$ cat src/sv/brs_pkg.sv
`timescale 1ns / 1ps

package brs_pkg;

    localparam int PERIOD_W  = 16;
    localparam int RATE_W    = 22;
    localparam int WORD_W    = 25;
    localparam int TIME_W    = 32;
    localparam int CNT_W     = 7;
    localparam int IDX_W     = 4;
    localparam int SAMPLES_W = 16;
    localparam int DELTA_W   = 13;
    localparam int TGT_W     = 29;
    localparam int SEC_W     = 30;

    localparam logic [PERIOD_W-1:0] PERIOD_RESET = 16'd25;
    localparam logic [PERIOD_W-1:0] PERIOD_MIN   = 16'd10;
    localparam logic [RATE_W-1:0]   RATE_MIN     = 22'd62500;
    localparam logic [RATE_W-1:0]   RATE_MAX     = 22'd4000000;
    localparam logic [SEC_W-1:0]    ONE_SECOND_NS = 30'd1000000000;
    localparam logic [CNT_W-1:0]    MAX_RESULTS  = 7'd64;
    localparam logic [SAMPLES_W-1:0] PULSE_MSB   = 16'h8000;

    localparam int CMDQ_DEPTH_DEF = 2;

    typedef struct packed {
        logic              cell_bit;
        logic [RATE_W-1:0] cell_rate;
        logic              last_cell;
    } t_brs_in;

    typedef struct packed {
        logic [SAMPLES_W-1:0] sample_word;
        logic [WORD_W-1:0]    word_number;
        logic                 last_word;
    } t_brs_out;

    typedef struct packed {
        logic [CNT_W-1:0] k1;
        logic             pulse;
        logic [IDX_W-1:0] idx;
        logic [CNT_W-1:0] k2;
        logic             last;
    } t_brs_cmd;

endpackage

$ cat src/sv/bitcell_to_sample_grid_resampler_core.sv
`timescale 1ns / 1ps

// Bit cell to sample grid resampler.
// Input queue side: drive i_item and raise i_push; a beat is taken at a rising
// edge with i_push high and o_full low. Each beat is one bit cell.
// Result queue side: while o_empty is low, o_result holds the oldest 16-sample
// word; it is taken at a rising edge with i_pop high. Words leave in order,
// first sample in the MSB, with word number and a flag on the last word of
// a track.
// Configuration: i_cfg_wr_en writes i_cfg_wr_data into the sample period (ns)
// at the next edge; write only while no cell is in flight.
// Processing: each cell takes two back-to-back passes through the bit-serial
// 32-step period divider (cell length divide runs alongside the first), and
// o_full stays high until the cell is queued. Words are produced one per
// cycle while the result side is not stalled, up to 64 per cell.
// A stalled result side fills the command queue; the front then holds o_full
// high once its finished cell cannot be queued.
// Reset (synchronous, active low) clears the track time, word buffer and word
// count, empties both sides, and sets the sample period to 25 ns.

module bitcell_to_sample_grid_resampler_core
    import brs_pkg::*;
#(
    parameter int CMDQ_DEPTH = CMDQ_DEPTH_DEF
) (
    input  logic                i_clk,
    input  logic                i_rst_n,
    input  logic                i_push,
    input  t_brs_in             i_item,
    output logic                o_full,
    output logic                o_empty,
    input  logic                i_pop,
    output t_brs_out            o_result,
    input  logic                i_cfg_wr_en,
    input  logic [PERIOD_W-1:0] i_cfg_wr_data
);

    logic [PERIOD_W-1:0] r_sample_period_ns;

    logic     cmd_push;
    t_brs_cmd cmd_in;
    logic     cmd_full;
    logic     cmd_pop;
    t_brs_cmd cmd_out;
    logic     cmd_empty;

    always_ff @(posedge i_clk) begin
        if (!i_rst_n) begin
            r_sample_period_ns <= PERIOD_RESET;
        end else if (i_cfg_wr_en) begin
            r_sample_period_ns <= i_cfg_wr_data;
        end
    end

    brs_front u_front (
        .i_clk      (i_clk),
        .i_rst_n    (i_rst_n),
        .i_push     (i_push),
        .i_item     (i_item),
        .o_full     (o_full),
        .i_period   (r_sample_period_ns),
        .o_cmd_push (cmd_push),
        .o_cmd      (cmd_in),
        .i_cmd_full (cmd_full)
    );

    brs_cmdq #(
        .DEPTH(CMDQ_DEPTH)
    ) u_cmdq (
        .i_clk   (i_clk),
        .i_rst_n (i_rst_n),
        .i_push  (cmd_push),
        .i_data  (cmd_in),
        .o_full  (cmd_full),
        .i_pop   (cmd_pop),
        .o_data  (cmd_out),
        .o_empty (cmd_empty)
    );

    brs_back u_back (
        .i_clk       (i_clk),
        .i_rst_n     (i_rst_n),
        .i_cmd       (cmd_out),
        .i_cmd_empty (cmd_empty),
        .o_cmd_pop   (cmd_pop),
        .o_empty     (o_empty),
        .i_pop       (i_pop),
        .o_result    (o_result)
    );

endmodule

$ cat src/sv/brs_div.sv
`timescale 1ns / 1ps

module brs_div #(
    parameter int N = 32,
    parameter int M = 16
) (
    input  logic         i_clk,
    input  logic         i_rst_n,
    input  logic         i_start,
    input  logic [N-1:0] i_dividend,
    input  logic [M-1:0] i_divisor,
    output logic         o_done,
    output logic [N-1:0] o_quotient
);

    localparam int CW = $clog2(N + 1);

    logic [M-1:0]  r_rem;
    logic [N-1:0]  r_quo;
    logic [M-1:0]  r_div;
    logic [CW-1:0] r_cnt;
    logic          r_done;

    logic [M:0]   shifted;
    logic [M+1:0] diff;
    logic         fits;

    always_comb begin
        shifted = {r_rem, r_quo[N-1]};
        diff    = {1'b0, shifted} - {2'b00, r_div};
        fits    = !diff[M+1];
    end

    always_ff @(posedge i_clk) begin
        if (!i_rst_n) begin
            r_cnt  <= '0;
            r_done <= 1'b0;
        end else if (i_start) begin
            r_rem  <= '0;
            r_quo  <= i_dividend;
            r_div  <= i_divisor;
            r_cnt  <= CW'(N);
            r_done <= 1'b0;
        end else if (r_cnt != '0) begin
            r_rem  <= fits ? diff[M-1:0] : shifted[M-1:0];
            r_quo  <= {r_quo[N-2:0], fits};
            r_cnt  <= r_cnt - 1'b1;
            r_done <= (r_cnt == CW'(1));
        end
    end

    assign o_done     = r_done;
    assign o_quotient = r_quo;

endmodule

$ cat src/sv/brs_front.sv
`timescale 1ns / 1ps

module brs_front
    import brs_pkg::*;
(
    input  logic                i_clk,
    input  logic                i_rst_n,
    input  logic                i_push,
    input  t_brs_in             i_item,
    output logic                o_full,
    input  logic [PERIOD_W-1:0] i_period,
    output logic                o_cmd_push,
    output t_brs_cmd            o_cmd,
    input  logic                i_cmd_full
);

    typedef enum logic [1:0] {
        S_IDLE,
        S_DIV1,
        S_DIV2,
        S_PUSH
    } t_state;

    t_state             r_state;
    logic [TIME_W-1:0]  r_elapsed;
    logic [WORD_W-1:0]  r_cur;
    logic               r_bit;
    logic               r_last;
    logic [CNT_W-1:0]   r_k1;
    logic [WORD_W-1:0]  r_cur1;
    logic               r_pulse;
    logic [IDX_W-1:0]   r_idx;
    logic [TIME_W-1:0]  r_t;
    t_brs_cmd           r_cmd;

    logic [RATE_W-1:0]   rate_sat;
    logic [RATE_W:0]     two_rate;
    logic [PERIOD_W-1:0] period_sat;
    logic                accept;
    logic                p_start;
    logic [TIME_W-1:0]   p_dividend;
    logic                p_done;
    logic [TIME_W-1:0]   p_quo;
    logic                d_done;
    logic [SEC_W-1:0]    d_quo;

    logic [TGT_W-1:0]  w;
    logic [CNT_W-1:0]  k1;
    logic [WORD_W-1:0] cur1;
    logic              hit;
    logic [TIME_W:0]   sum;
    logic [TIME_W-1:0] t_sat;

    logic [TGT_W-1:0]  tgt_run;
    logic [TIME_W:0]   end_up;
    logic [TGT_W-1:0]  tgt_ceil;
    logic [TGT_W-1:0]  cur1_next;
    logic [TGT_W-1:0]  tgt_flush;
    logic [TGT_W-1:0]  target;
    logic [CNT_W-1:0]  k2;

    function automatic logic [CNT_W-1:0] f_count(
        input logic [TGT_W-1:0]  tgt,
        input logic [WORD_W-1:0] cur,
        input logic [CNT_W-1:0]  cap
    );
        logic [WORD_W-1:0] diff;
        begin
            diff = tgt[WORD_W-1:0] - cur;
            if (tgt <= TGT_W'(cur)) begin
                return '0;
            end else if (tgt[TGT_W-1:WORD_W] != '0) begin
                return cap;
            end else if (diff < WORD_W'(cap)) begin
                return diff[CNT_W-1:0];
            end else begin
                return cap;
            end
        end
    endfunction

    always_comb begin
        if (i_item.cell_rate < RATE_MIN) begin
            rate_sat = RATE_MIN;
        end else if (i_item.cell_rate > RATE_MAX) begin
            rate_sat = RATE_MAX;
        end else begin
            rate_sat = i_item.cell_rate;
        end
        two_rate   = {rate_sat, 1'b0};
        period_sat = (i_period < PERIOD_MIN) ? PERIOD_MIN : i_period;
        accept     = (r_state == S_IDLE) && i_push;

        w    = TGT_W'(p_quo[TIME_W-1:IDX_W]);
        k1   = f_count(w, r_cur, MAX_RESULTS);
        cur1 = r_cur + WORD_W'(k1);
        hit  = (TGT_W'(cur1) == w);
        sum  = {1'b0, r_elapsed} + (TIME_W + 1)'(d_quo[DELTA_W-1:0]);
        t_sat = sum[TIME_W] ? '1 : sum[TIME_W-1:0];

        tgt_run   = TGT_W'(p_quo[TIME_W-1:IDX_W]);
        end_up    = {1'b0, p_quo} + (TIME_W + 1)'(15);
        tgt_ceil  = end_up[TGT_W+IDX_W-1:IDX_W];
        cur1_next = TGT_W'(r_cur1) + TGT_W'(1);
        tgt_flush = (tgt_ceil < cur1_next) ? cur1_next : tgt_ceil;
        target    = r_last ? tgt_flush : tgt_run;
        k2        = f_count(target, r_cur1, MAX_RESULTS - r_k1);

        p_start    = accept || ((r_state == S_DIV1) && p_done && d_done);
        p_dividend = (r_state == S_IDLE) ? r_elapsed : t_sat;
    end

    brs_div #(
        .N(TIME_W),
        .M(PERIOD_W)
    ) u_pdiv (
        .i_clk      (i_clk),
        .i_rst_n    (i_rst_n),
        .i_start    (p_start),
        .i_dividend (p_dividend),
        .i_divisor  (period_sat),
        .o_done     (p_done),
        .o_quotient (p_quo)
    );

    brs_div #(
        .N(SEC_W),
        .M(RATE_W + 1)
    ) u_ddiv (
        .i_clk      (i_clk),
        .i_rst_n    (i_rst_n),
        .i_start    (accept),
        .i_dividend (ONE_SECOND_NS),
        .i_divisor  (two_rate),
        .o_done     (d_done),
        .o_quotient (d_quo)
    );

    always_ff @(posedge i_clk) begin
        if (!i_rst_n) begin
            r_state   <= S_IDLE;
            r_elapsed <= '0;
            r_cur     <= '0;
        end else begin
            unique case (r_state)
                S_IDLE: begin
                    if (i_push) begin
                        r_bit   <= i_item.cell_bit;
                        r_last  <= i_item.last_cell;
                        r_state <= S_DIV1;
                    end
                end
                S_DIV1: begin
                    if (p_done && d_done) begin
                        r_k1    <= k1;
                        r_cur1  <= cur1;
                        r_pulse <= r_bit && hit;
                        r_idx   <= p_quo[IDX_W-1:0];
                        r_t     <= t_sat;
                        r_state <= S_DIV2;
                    end
                end
                S_DIV2: begin
                    if (p_done) begin
                        r_cmd <= '{k1: r_k1, pulse: r_pulse, idx: r_idx,
                                   k2: k2, last: r_last};
                        if (r_last) begin
                            r_elapsed <= '0;
                            r_cur     <= '0;
                        end else begin
                            r_elapsed <= r_t;
                            r_cur     <= r_cur1 + WORD_W'(k2);
                        end
                        r_state <= S_PUSH;
                    end
                end
                S_PUSH: begin
                    if (!i_cmd_full) begin
                        r_state <= S_IDLE;
                    end
                end
                default: begin
                    r_state <= S_IDLE;
                end
            endcase
        end
    end

    assign o_full     = (r_state != S_IDLE);
    assign o_cmd_push = (r_state == S_PUSH) && !i_cmd_full;
    assign o_cmd      = r_cmd;

endmodule

$ cat src/sv/brs_cmdq.sv
`timescale 1ns / 1ps

module brs_cmdq
    import brs_pkg::*;
#(
    parameter int DEPTH = CMDQ_DEPTH_DEF
) (
    input  logic     i_clk,
    input  logic     i_rst_n,
    input  logic     i_push,
    input  t_brs_cmd i_data,
    output logic     o_full,
    input  logic     i_pop,
    output t_brs_cmd o_data,
    output logic     o_empty
);

    localparam int PW = (DEPTH > 1) ? $clog2(DEPTH) : 1;
    localparam int CW = $clog2(DEPTH + 1);

    t_brs_cmd      r_mem [DEPTH];
    logic [PW-1:0] r_wr_ptr;
    logic [PW-1:0] r_rd_ptr;
    logic [CW-1:0] r_count;

    logic do_push;
    logic do_pop;

    assign do_push = i_push && !o_full;
    assign do_pop  = i_pop && !o_empty;

    always_ff @(posedge i_clk) begin
        if (do_push) begin
            r_mem[r_wr_ptr] <= i_data;
        end
    end

    always_ff @(posedge i_clk) begin
        if (!i_rst_n) begin
            r_wr_ptr <= '0;
            r_rd_ptr <= '0;
            r_count  <= '0;
        end else begin
            if (do_push) begin
                r_wr_ptr <= (r_wr_ptr == PW'(DEPTH - 1)) ? '0 : r_wr_ptr + 1'b1;
            end
            if (do_pop) begin
                r_rd_ptr <= (r_rd_ptr == PW'(DEPTH - 1)) ? '0 : r_rd_ptr + 1'b1;
            end
            if (do_push && !do_pop) begin
                r_count <= r_count + 1'b1;
            end else if (do_pop && !do_push) begin
                r_count <= r_count - 1'b1;
            end
        end
    end

    assign o_full  = (r_count == CW'(DEPTH));
    assign o_empty = (r_count == '0);
    assign o_data  = r_mem[r_rd_ptr];

endmodule

$ cat src/sv/brs_back.sv
`timescale 1ns / 1ps

module brs_back
    import brs_pkg::*;
(
    input  logic     i_clk,
    input  logic     i_rst_n,
    input  t_brs_cmd i_cmd,
    input  logic     i_cmd_empty,
    output logic     o_cmd_pop,
    output logic     o_empty,
    input  logic     i_pop,
    output t_brs_out o_result
);

    typedef enum logic {
        S_IDLE,
        S_RUN
    } t_state;

    t_state               r_state;
    logic [SAMPLES_W-1:0] r_buf;
    logic [WORD_W-1:0]    r_cur;
    logic [CNT_W-1:0]     r_k1;
    logic [CNT_W-1:0]     r_k2;
    logic                 r_pulse;
    logic [IDX_W-1:0]     r_idx;
    logic                 r_last;
    logic                 r_out_valid;
    t_brs_out             r_out;

    logic emit_ok;
    logic emit;

    assign emit_ok   = !r_out_valid || i_pop;
    assign emit      = (r_state == S_RUN) && emit_ok
                       && ((r_k1 != '0) || (!r_pulse && (r_k2 != '0)));
    assign o_cmd_pop = (r_state == S_IDLE) && !i_cmd_empty;

    always_ff @(posedge i_clk) begin
        if (!i_rst_n) begin
            r_state     <= S_IDLE;
            r_out_valid <= 1'b0;
            r_buf       <= '0;
            r_cur       <= '0;
        end else begin
            if (emit) begin
                r_out_valid <= 1'b1;
            end else if (i_pop) begin
                r_out_valid <= 1'b0;
            end
            unique case (r_state)
                S_IDLE: begin
                    if (!i_cmd_empty) begin
                        r_k1    <= i_cmd.k1;
                        r_k2    <= i_cmd.k2;
                        r_pulse <= i_cmd.pulse;
                        r_idx   <= i_cmd.idx;
                        r_last  <= i_cmd.last;
                        r_state <= S_RUN;
                    end
                end
                S_RUN: begin
                    priority if (r_k1 != '0) begin
                        if (emit_ok) begin
                            r_out <= '{sample_word: r_buf, word_number: r_cur,
                                       last_word: r_last && (r_k1 == CNT_W'(1))
                                                  && (r_k2 == '0)};
                            r_buf <= '0;
                            r_cur <= r_cur + 1'b1;
                            r_k1  <= r_k1 - 1'b1;
                        end
                    end else if (r_pulse) begin
                        r_buf   <= r_buf | (PULSE_MSB >> r_idx);
                        r_pulse <= 1'b0;
                    end else if (r_k2 != '0) begin
                        if (emit_ok) begin
                            r_out <= '{sample_word: r_buf, word_number: r_cur,
                                       last_word: r_last && (r_k2 == CNT_W'(1))};
                            r_buf <= '0;
                            r_cur <= r_cur + 1'b1;
                            r_k2  <= r_k2 - 1'b1;
                        end
                    end else begin
                        // restart the track after its final word
                        if (r_last) begin
                            r_buf <= '0;
                            r_cur <= '0;
                        end
                        r_state <= S_IDLE;
                    end
                end
                default: begin
                    r_state <= S_IDLE;
                end
            endcase
        end
    end

    assign o_empty  = !r_out_valid;
    assign o_result = r_out;

endmodule
$ cat config.mk
export PLATFORM = sky130hd
export DESIGN_NAME = bitcell_to_sample_grid_resampler_core
export DESIGN_NICKNAME = d
export VERILOG_FILES = /design/src/sv/brs_pkg.sv /design/src/sv/bitcell_to_sample_grid_resampler_core.sv /design/src/sv/brs_div.sv /design/src/sv/brs_front.sv /design/src/sv/brs_cmdq.sv /design/src/sv/brs_back.sv
export SDC_FILE = /design/constraint.sdc
export NUM_CORES = 1
export LEC_CHECK = 0
export BUFFER_PORTS_ARGS = -buffer_cell sky130_fd_sc_hd__buf_2
export CORE_ASPECT_RATIO = 0.6
export CORE_MARGIN = 5
export CORE_UTILIZATION = 39
export CTS_CLUSTER_DIAMETER = 100
export CTS_CLUSTER_SIZE = 40
export DETAILED_ROUTE_END_ITERATION = 8
export SLEW_MARGIN = 20
export SYNTH_ARGS = -nofsm -noshare
export SYNTH_HDL_FRONTEND = slang
export SYNTH_SLANG_ARGS = --single-unit
$ cat constraint.sdc
create_clock -name i_clk -period 12.45 [get_ports i_clk]
set_input_delay 1.8675 -clock i_clk [delete_from_list [all_inputs] [get_ports i_clk]]
set_output_delay 1.8675 -clock i_clk [all_outputs]
set_load 0.05 [all_outputs]
==> metrics.cfg, run 1 <==
[cts]
clk_pin_slew_ns = 0.13
cts_root_buf = clkbuf_16
htreeDepth = 1
cts_tree = built
cts.sinks = 468
clkLatencyLatePin_ns = 0.56
clk_path_buf_depth = 3
cts_setup_buffers = 0
cts_resized = 0
cts_hold_buf = 0
numCtsBuffers = 16

[logic_synthesis]
yosysTopAreaCellShare_pct = 35.4
syn_area_um2 = 28200
synthTopCellsByCount = edfxtp_1 (332), nor2_1 (298), nand2_1 (264)
synth-seq-cells = 468
avgSynthCellArea_um2 = 9.51
yosysTopAreaCell = edfxtp_1
syn_nets = 3178
async_flop_share_pct = 0
ys_warn_count = 0
yosysSeqAreaShare_pct = 45.1
yosys_most_used_dff = edfxtp_1
synth_area_leaders = edfxtp_1 (35%), dfxtp_1 (9.7%), ha_1 (7.2%)
synth_edf_count = 332
yosysMostFrequentCell = edfxtp_1
synth_cell_types = 99
postSynthCellCount = 2963

[run_status]
status = finished, final reports clean

[critical_path]
rr_worst_depth = 44
end_kind = flip-flop
crit_arrival_ns = 11.57
worstSetupPathType = flip-flop to flip-flop
slowest_delay_ns = 0.69
cp_data_required_time_ns = 12.86
cp_common_cell = a21o_1
crit_path_start_kind = flip-flop
critPathMaxFanout = 17
crit_path_top_delay_cell = or4b_2

[floorplanning]
core_um2 = 71700
num_rows = 76
die_y_um = 218
die_w_um = 357
die-area_um2 = 77900
io_pins = 89
initial_utilization_pct = 39.3

[layout]
fin_util_pct = 41.9
area_growth_pct = 6.64
final_layout_size_suffix_gt1_share_pct = 6.57
finalInstanceArea_um2 = 30000
antennaDiodeCount = 0
finalNetCount = 3159

[drt]
first_pass_iters = 6
drc = 0
vias_per_cell = 5.54
wl_per_cell_um = 19.2
drt_iter0_drc = 2139
vias = 21800
routed_wl_mm = 75.5
ant_nets = 0

[sta]
finalHoldViolCount = 0
clock.fmax_ghz = 0.0896
worst_slack_ns = 1.28
period_needed_ns = 11.17
drv_slew = 0
tightest_slew_ns = 1.07
post-route-period-util_pct = 89.7
slew_headroom_pct = 29.0
finalSetupTns_ns = 0
rsz0062_at_grt = no
skew_ns = 0.0339
setup_viol = 0

[power_and_ir_drop]
p_sw_share_pct = 44.0
p_sw_mw = 2.79
ir_worst_vdd_v = 0.000152
total_power_mw = 6.34
p_leak_nw = 11.4
seq_power_share_pct = 36.9
p_comb_share_pct = 51.1
p_int_mw = 3.55
p_per_area_nw_per_um2 = 211
pwr-share-clk_pct = 12.0

[place]
gp_congestion = 1.01
place_area_um2 = 29500
io_buffers = 88
place_hpwl_mm = 57.4
dp_worst_setup_slack_ns = 1.40

[job]
maxCapViolCount = 0

[global_route]
grt_pass1_wl_mm = 116
grt_max_degree = 78
grt_usage_pct = 18.8
antenna_found_initial = 1
grt-ovfl-total = 0
grt_pass1_vias = 19300

[min_path]
hold_depth = 0
hp-class = flip-flop to flip-flop

==> cell usage in the layout, fill, tap and decap left out, drive strengths merged, types with 46 or more instances in the layout <==
cell type  instances
nand2            264
and2              46
nand3             86
a21oi            215
ha               163
xor2              74
mux2i             55
o21ai            161
nor2             299
buf              114
inv              180
xnor2            147
nor3              55
edfxtp           332
a21o              52
dfxtp            136
nand4             48
==> logic make-up after synthesis <==
logic type	Yosys count	synth area share (%)
AND/OR/NAND/NOR	1029	18.0
AO/OA/AOI/OAI	679	15.5
flip-flops	468	45.1
buffers and inverters	331	4.46
XOR/XNOR	223	7.03
adder cells (fa/ha/maj)	170	7.74
multiplexers	63	2.27
==> registers in the layout (all words and copies together) (netlist names), 16 cells and up, named ones only <==
signal / flops
u_back.o_result: 42
u_cmdq.r_mem: 40
u_back.r_buf: 16
u_front.u_ddiv.r_div: 22
r_sample_period_ns: 16
u_front.u_ddiv.r_rem: 23
u_front.r_t: 32
u_front.o_cmd: 20
u_front.u_ddiv.o_quotient: 30
u_back.r_cur: 25
u_front.r_elapsed: 32
u_front.u_pdiv.o_quotient: 32
u_front.u_pdiv.r_rem: 16
u_front.r_cur1: 25
u_front.r_cur: 25
u_front.u_pdiv.r_div: 16
==> per-layer routing <==
metal	up-vias	part of all wire [%]	GRT usage (%)
li1	10600	-	-
met1	10300	53	32.4
met2	855	34	22.0
met3	26	12	6.53
met4	0	0.77	1.72
met5	-	0	0
==> per-stage QoR <==
stage,std cells,hold slack [ns]
floorplan,2963,0.400
global placement,3901,0.403
finish,3929,0.435
detailed placement,3901,0.405
global route,3929,0.450
CTS,3929,0.438
==> layout make-up <==
type / instances / area, um^2
clock buffers: 25 / 465
repair buffers: 114 / 636
fillers: 7059 / 41700
inverters: 180 / 677
well taps: 975 / 1220
clock inverters: 3 / 55.1
multi-input cells: 2164 / 14300
flip-flops and latches: 468 / 12700
==> worst max-delay path: cells and delay by family, from the launching register on <==
kind,cells,cell delay [ns]
buf+inv,2,0.52
compound gates,22,4.79
flops,1,0.50
fa+ha+maj,4,1.22
xor+xnor,3,0.58
simple gates,13,3.40
==> power groups by stage <==
stage          registers (mW)  logic, mW  clock network (mW)
6_report                 2.34       3.24               0.759
5_1_grt                  2.37       3.59               0.843
4_1_cts                  2.33       3.18               0.784
3_5_place_dp             2.36       3.16                   0
3_3_place_gp             2.36       3.17                   0
2_1_floorplan            2.27       2.41                   0
==> worst paths after layout <==
| path | from | endpoint | slack, ns |
|---|---|---|---|
| hold reg to reg | u_front.r_idx[3]$_DFFE_PP_ | u_front.o_cmd[11]$_DFFE_PP_ | 0.44 |
| setup reg to reg | u_front.u_pdiv.o_quotient[4]$_DFFE_PP_ | u_front.r_cur[23]$_SDFFE_PN0P_ | 1.28 |
| hold / removal | u_front.r_idx[3]$_DFFE_PP_ | u_front.o_cmd[11]$_DFFE_PP_ | 0.44 |
| setup / recovery | u_front.u_pdiv.o_quotient[4]$_DFFE_PP_ | u_front.r_cur[23]$_SDFFE_PN0P_ | 1.28 |
Note: power is estimated with default switching activity, not from simulation.
==> run 2, diff against run 1 <==
--- a/config.mk
+++ b/config.mk
@@ -6,9 +6,9 @@
 export NUM_CORES = 1
 export LEC_CHECK = 0
 export BUFFER_PORTS_ARGS = -buffer_cell sky130_fd_sc_hd__buf_2
-export CORE_ASPECT_RATIO = 0.6
+export CORE_ASPECT_RATIO = 0.7
 export CORE_MARGIN = 5
-export CORE_UTILIZATION = 39
+export CORE_UTILIZATION = 41
 export CTS_CLUSTER_DIAMETER = 100
 export CTS_CLUSTER_SIZE = 40
 export DETAILED_ROUTE_END_ITERATION = 8
==> metrics.cfg, run 2 (same netlist as run 1, synthesis figures left out) <==
[run_status]
status = finished, final reports clean

[sta]
period_needed_ns = 11.26
holdWs_ns = 0.436
rsz0062_at_grt = no
post-route-period-util_pct = 90.4
finalHoldViolCount = 0
finalSetupTns_ns = 0
worst_slack_ns = 1.19
clock.fmax_ghz = 0.0888
tightest_slew_ns = 1.05
skew_ns = 0.0647
setup_viol = 0
slew_headroom_pct = 29.9
drv_slew = 0

[critical_path]
crit_family = compound AO/OA/AOI/OAI gates
crit_path_top_delay_cell = nor4_1
critPathMaxFanout = 17
crit_buf_inv = 2
end_kind = flip-flop
cp_common_cell = a21oi_1
ff2ff_setup_slack_ns = 1.19
worstSetupPathType = flip-flop to flip-flop
regToRegEndpoint = u_front.r_cur[19]$_SDFFE_PN0P_
r2r_start = u_front.u_pdiv.o_quotient[4]$_DFFE_PP_
slowest_delay_ns = 0.80
cp_data_required_time_ns = 12.84
rr_worst_depth = 45
crit_path_start_kind = flip-flop
crit_arrival_ns = 11.65

[layout]
antennaDiodeCount = 0
layout.cells.most_common = edfxtp_1
final_layout_size_suffix_gt1_share_pct = 6.92
multi_input_area_um2 = 14300
ff_latch_area_um2 = 12700
layout_common_cells = edfxtp_1 (332), nor2_1 (295), nand2_1 (262)
fillCellCount = 6493
finalNetCount = 3168
largest_reg_flops = 42
fin_cells = 3866
area_growth_pct = 6.66

[drt]
drt_iter0_drc = 2298
wl_per_cell_um = 19.1
vias = 21900
vias_per_cell = 5.67
drc = 0
first_pass_iters = 6
routed_wl_mm = 73.9
ant_nets = 0

[cts]
cts_hold_buf = 0
clk_path_buf_depth = 3
cts.sinks = 468
cts_root_buf = clkbuf_16
cts_resized = 0
numCtsBuffers = 17
htreeDepth = 1
cts_tree = built
cts_setup_buffers = 0
clkLatencyLatePin_ns = 0.59
clk_pin_slew_ns = 0.14

[global_route]
grt_usage_pct = 19.2
grt_pass1_vias = 20400
grt-ovfl-total = 0
antenna_found_initial = 2
grt_max_degree = 77
grt_pass1_wl_mm = 116

[place]
gp_congestion = 0.934
io_buffers = 88
place_hpwl_mm = 56.0
dp_worst_setup_slack_ns = 1.39
dpl.cell_count = 3836

[job]
maxCapViolCount = 0

[power_and_ir_drop]
total_power_mw = 6.38
p_per_area_nw_per_um2 = 212
ir_worst_vdd_v = 0.000134
p_leak_nw = 11.4

[min_path]
hp-start = u_front.r_idx[1]$_DFFE_PP_
hold_depth = 0
hp-class = flip-flop to flip-flop
holdPathEnd = u_front.o_cmd[9]$_DFFE_PP_

[floorplanning]
io_pins = 89
die_w_um = 323
die_y_um = 229
initial_utilization_pct = 41.4
num_rows = 80
die-area_um2 = 74100
core_um2 = 68100

[run 2: cell types whose count changed in the layout (fill, tap and decap cells not counted), sizes merged]
cell and change:
clkinv +1, buf +8, inv +2, clkbuf -1
[run 2: final cells by class]
class / count / share of cell area (%)
well taps: 902 / 3.76
multi-input cells: 2164 / 47.5
inverters: 180 / 2.25
clock inverters: 6 / 0.342
clock buffers: 24 / 1.54
repair buffers: 122 / 2.32
flip-flops and latches: 468 / 42.3
[run 2: metal layers]
| layer | up-vias | share of wire (%) | GRT usage (%) |
|---|---|---|---|
| met5 | - | 0.037 | 0 |
| met1 | 10600 | 50 | 30.9 |
| met4 | 4 | 1.3 | 2.59 |
| li1 | 10600 | - | - |
| met3 | 62 | 8.0 | 3.53 |
| met2 | 718 | 40 | 27.1 |
[run 2: worst max-delay path by stage]
stage,start,end,slack [ns],cells past startpoint
after floorplan,u_front.u_pdiv.o_quotient[4]$_DFFE_PP_,u_front.r_cur[23]$_SDFFE_PN0P_,2.63,47
after global placement,u_front.u_pdiv.o_quotient[4]$_DFFE_PP_,u_front.r_cur[23]$_SDFFE_PN0P_,1.53,47
after detailed placement,u_front.u_pdiv.o_quotient[4]$_DFFE_PP_,u_front.r_cur[23]$_SDFFE_PN0P_,1.39,44
after CTS,u_front.u_pdiv.o_quotient[4]$_DFFE_PP_,u_front.r_cur[19]$_SDFFE_PN0P_,1.32,44
after global routing,u_front.u_pdiv.o_quotient[4]$_DFFE_PP_,u_front.r_cur[23]$_SDFFE_PN0P_,0.40,45
final,u_front.u_pdiv.o_quotient[4]$_DFFE_PP_,u_front.r_cur[19]$_SDFFE_PN0P_,1.19,45
[run 2: where the power goes]
part | switching, mW | internal [mW]
logic | 2.07 | 1.24
clock network | 0.505 | 0.282
registers | 0.231 | 2.05
total | 2.80 | 3.57
[run 2: metrics by stage]
| step | area (um^2) | util (%) |
|---|---|---|
| floorplan | 28200 | - |
| global placement | 29500 | 43.3 |
| detailed placement | 29500 | 43.3 |
| CTS | 30000 | 44.1 |
| global route | 30000 | 44.1 |
| finish | 30000 | 44.1 |
[run 2: worst register-to-register path: cells and delay by family, from the launching register on]
| family | cells | cell delay [ns] |
|---|---|---|
| buf+inv | 2 | 0.53 |
| fa+ha+maj | 4 | 1.17 |
| simple gates | 14 | 3.66 |
| xor+xnor | 3 | 0.48 |
| compound gates | 22 | 4.68 |
| flops | 1 | 0.51 |
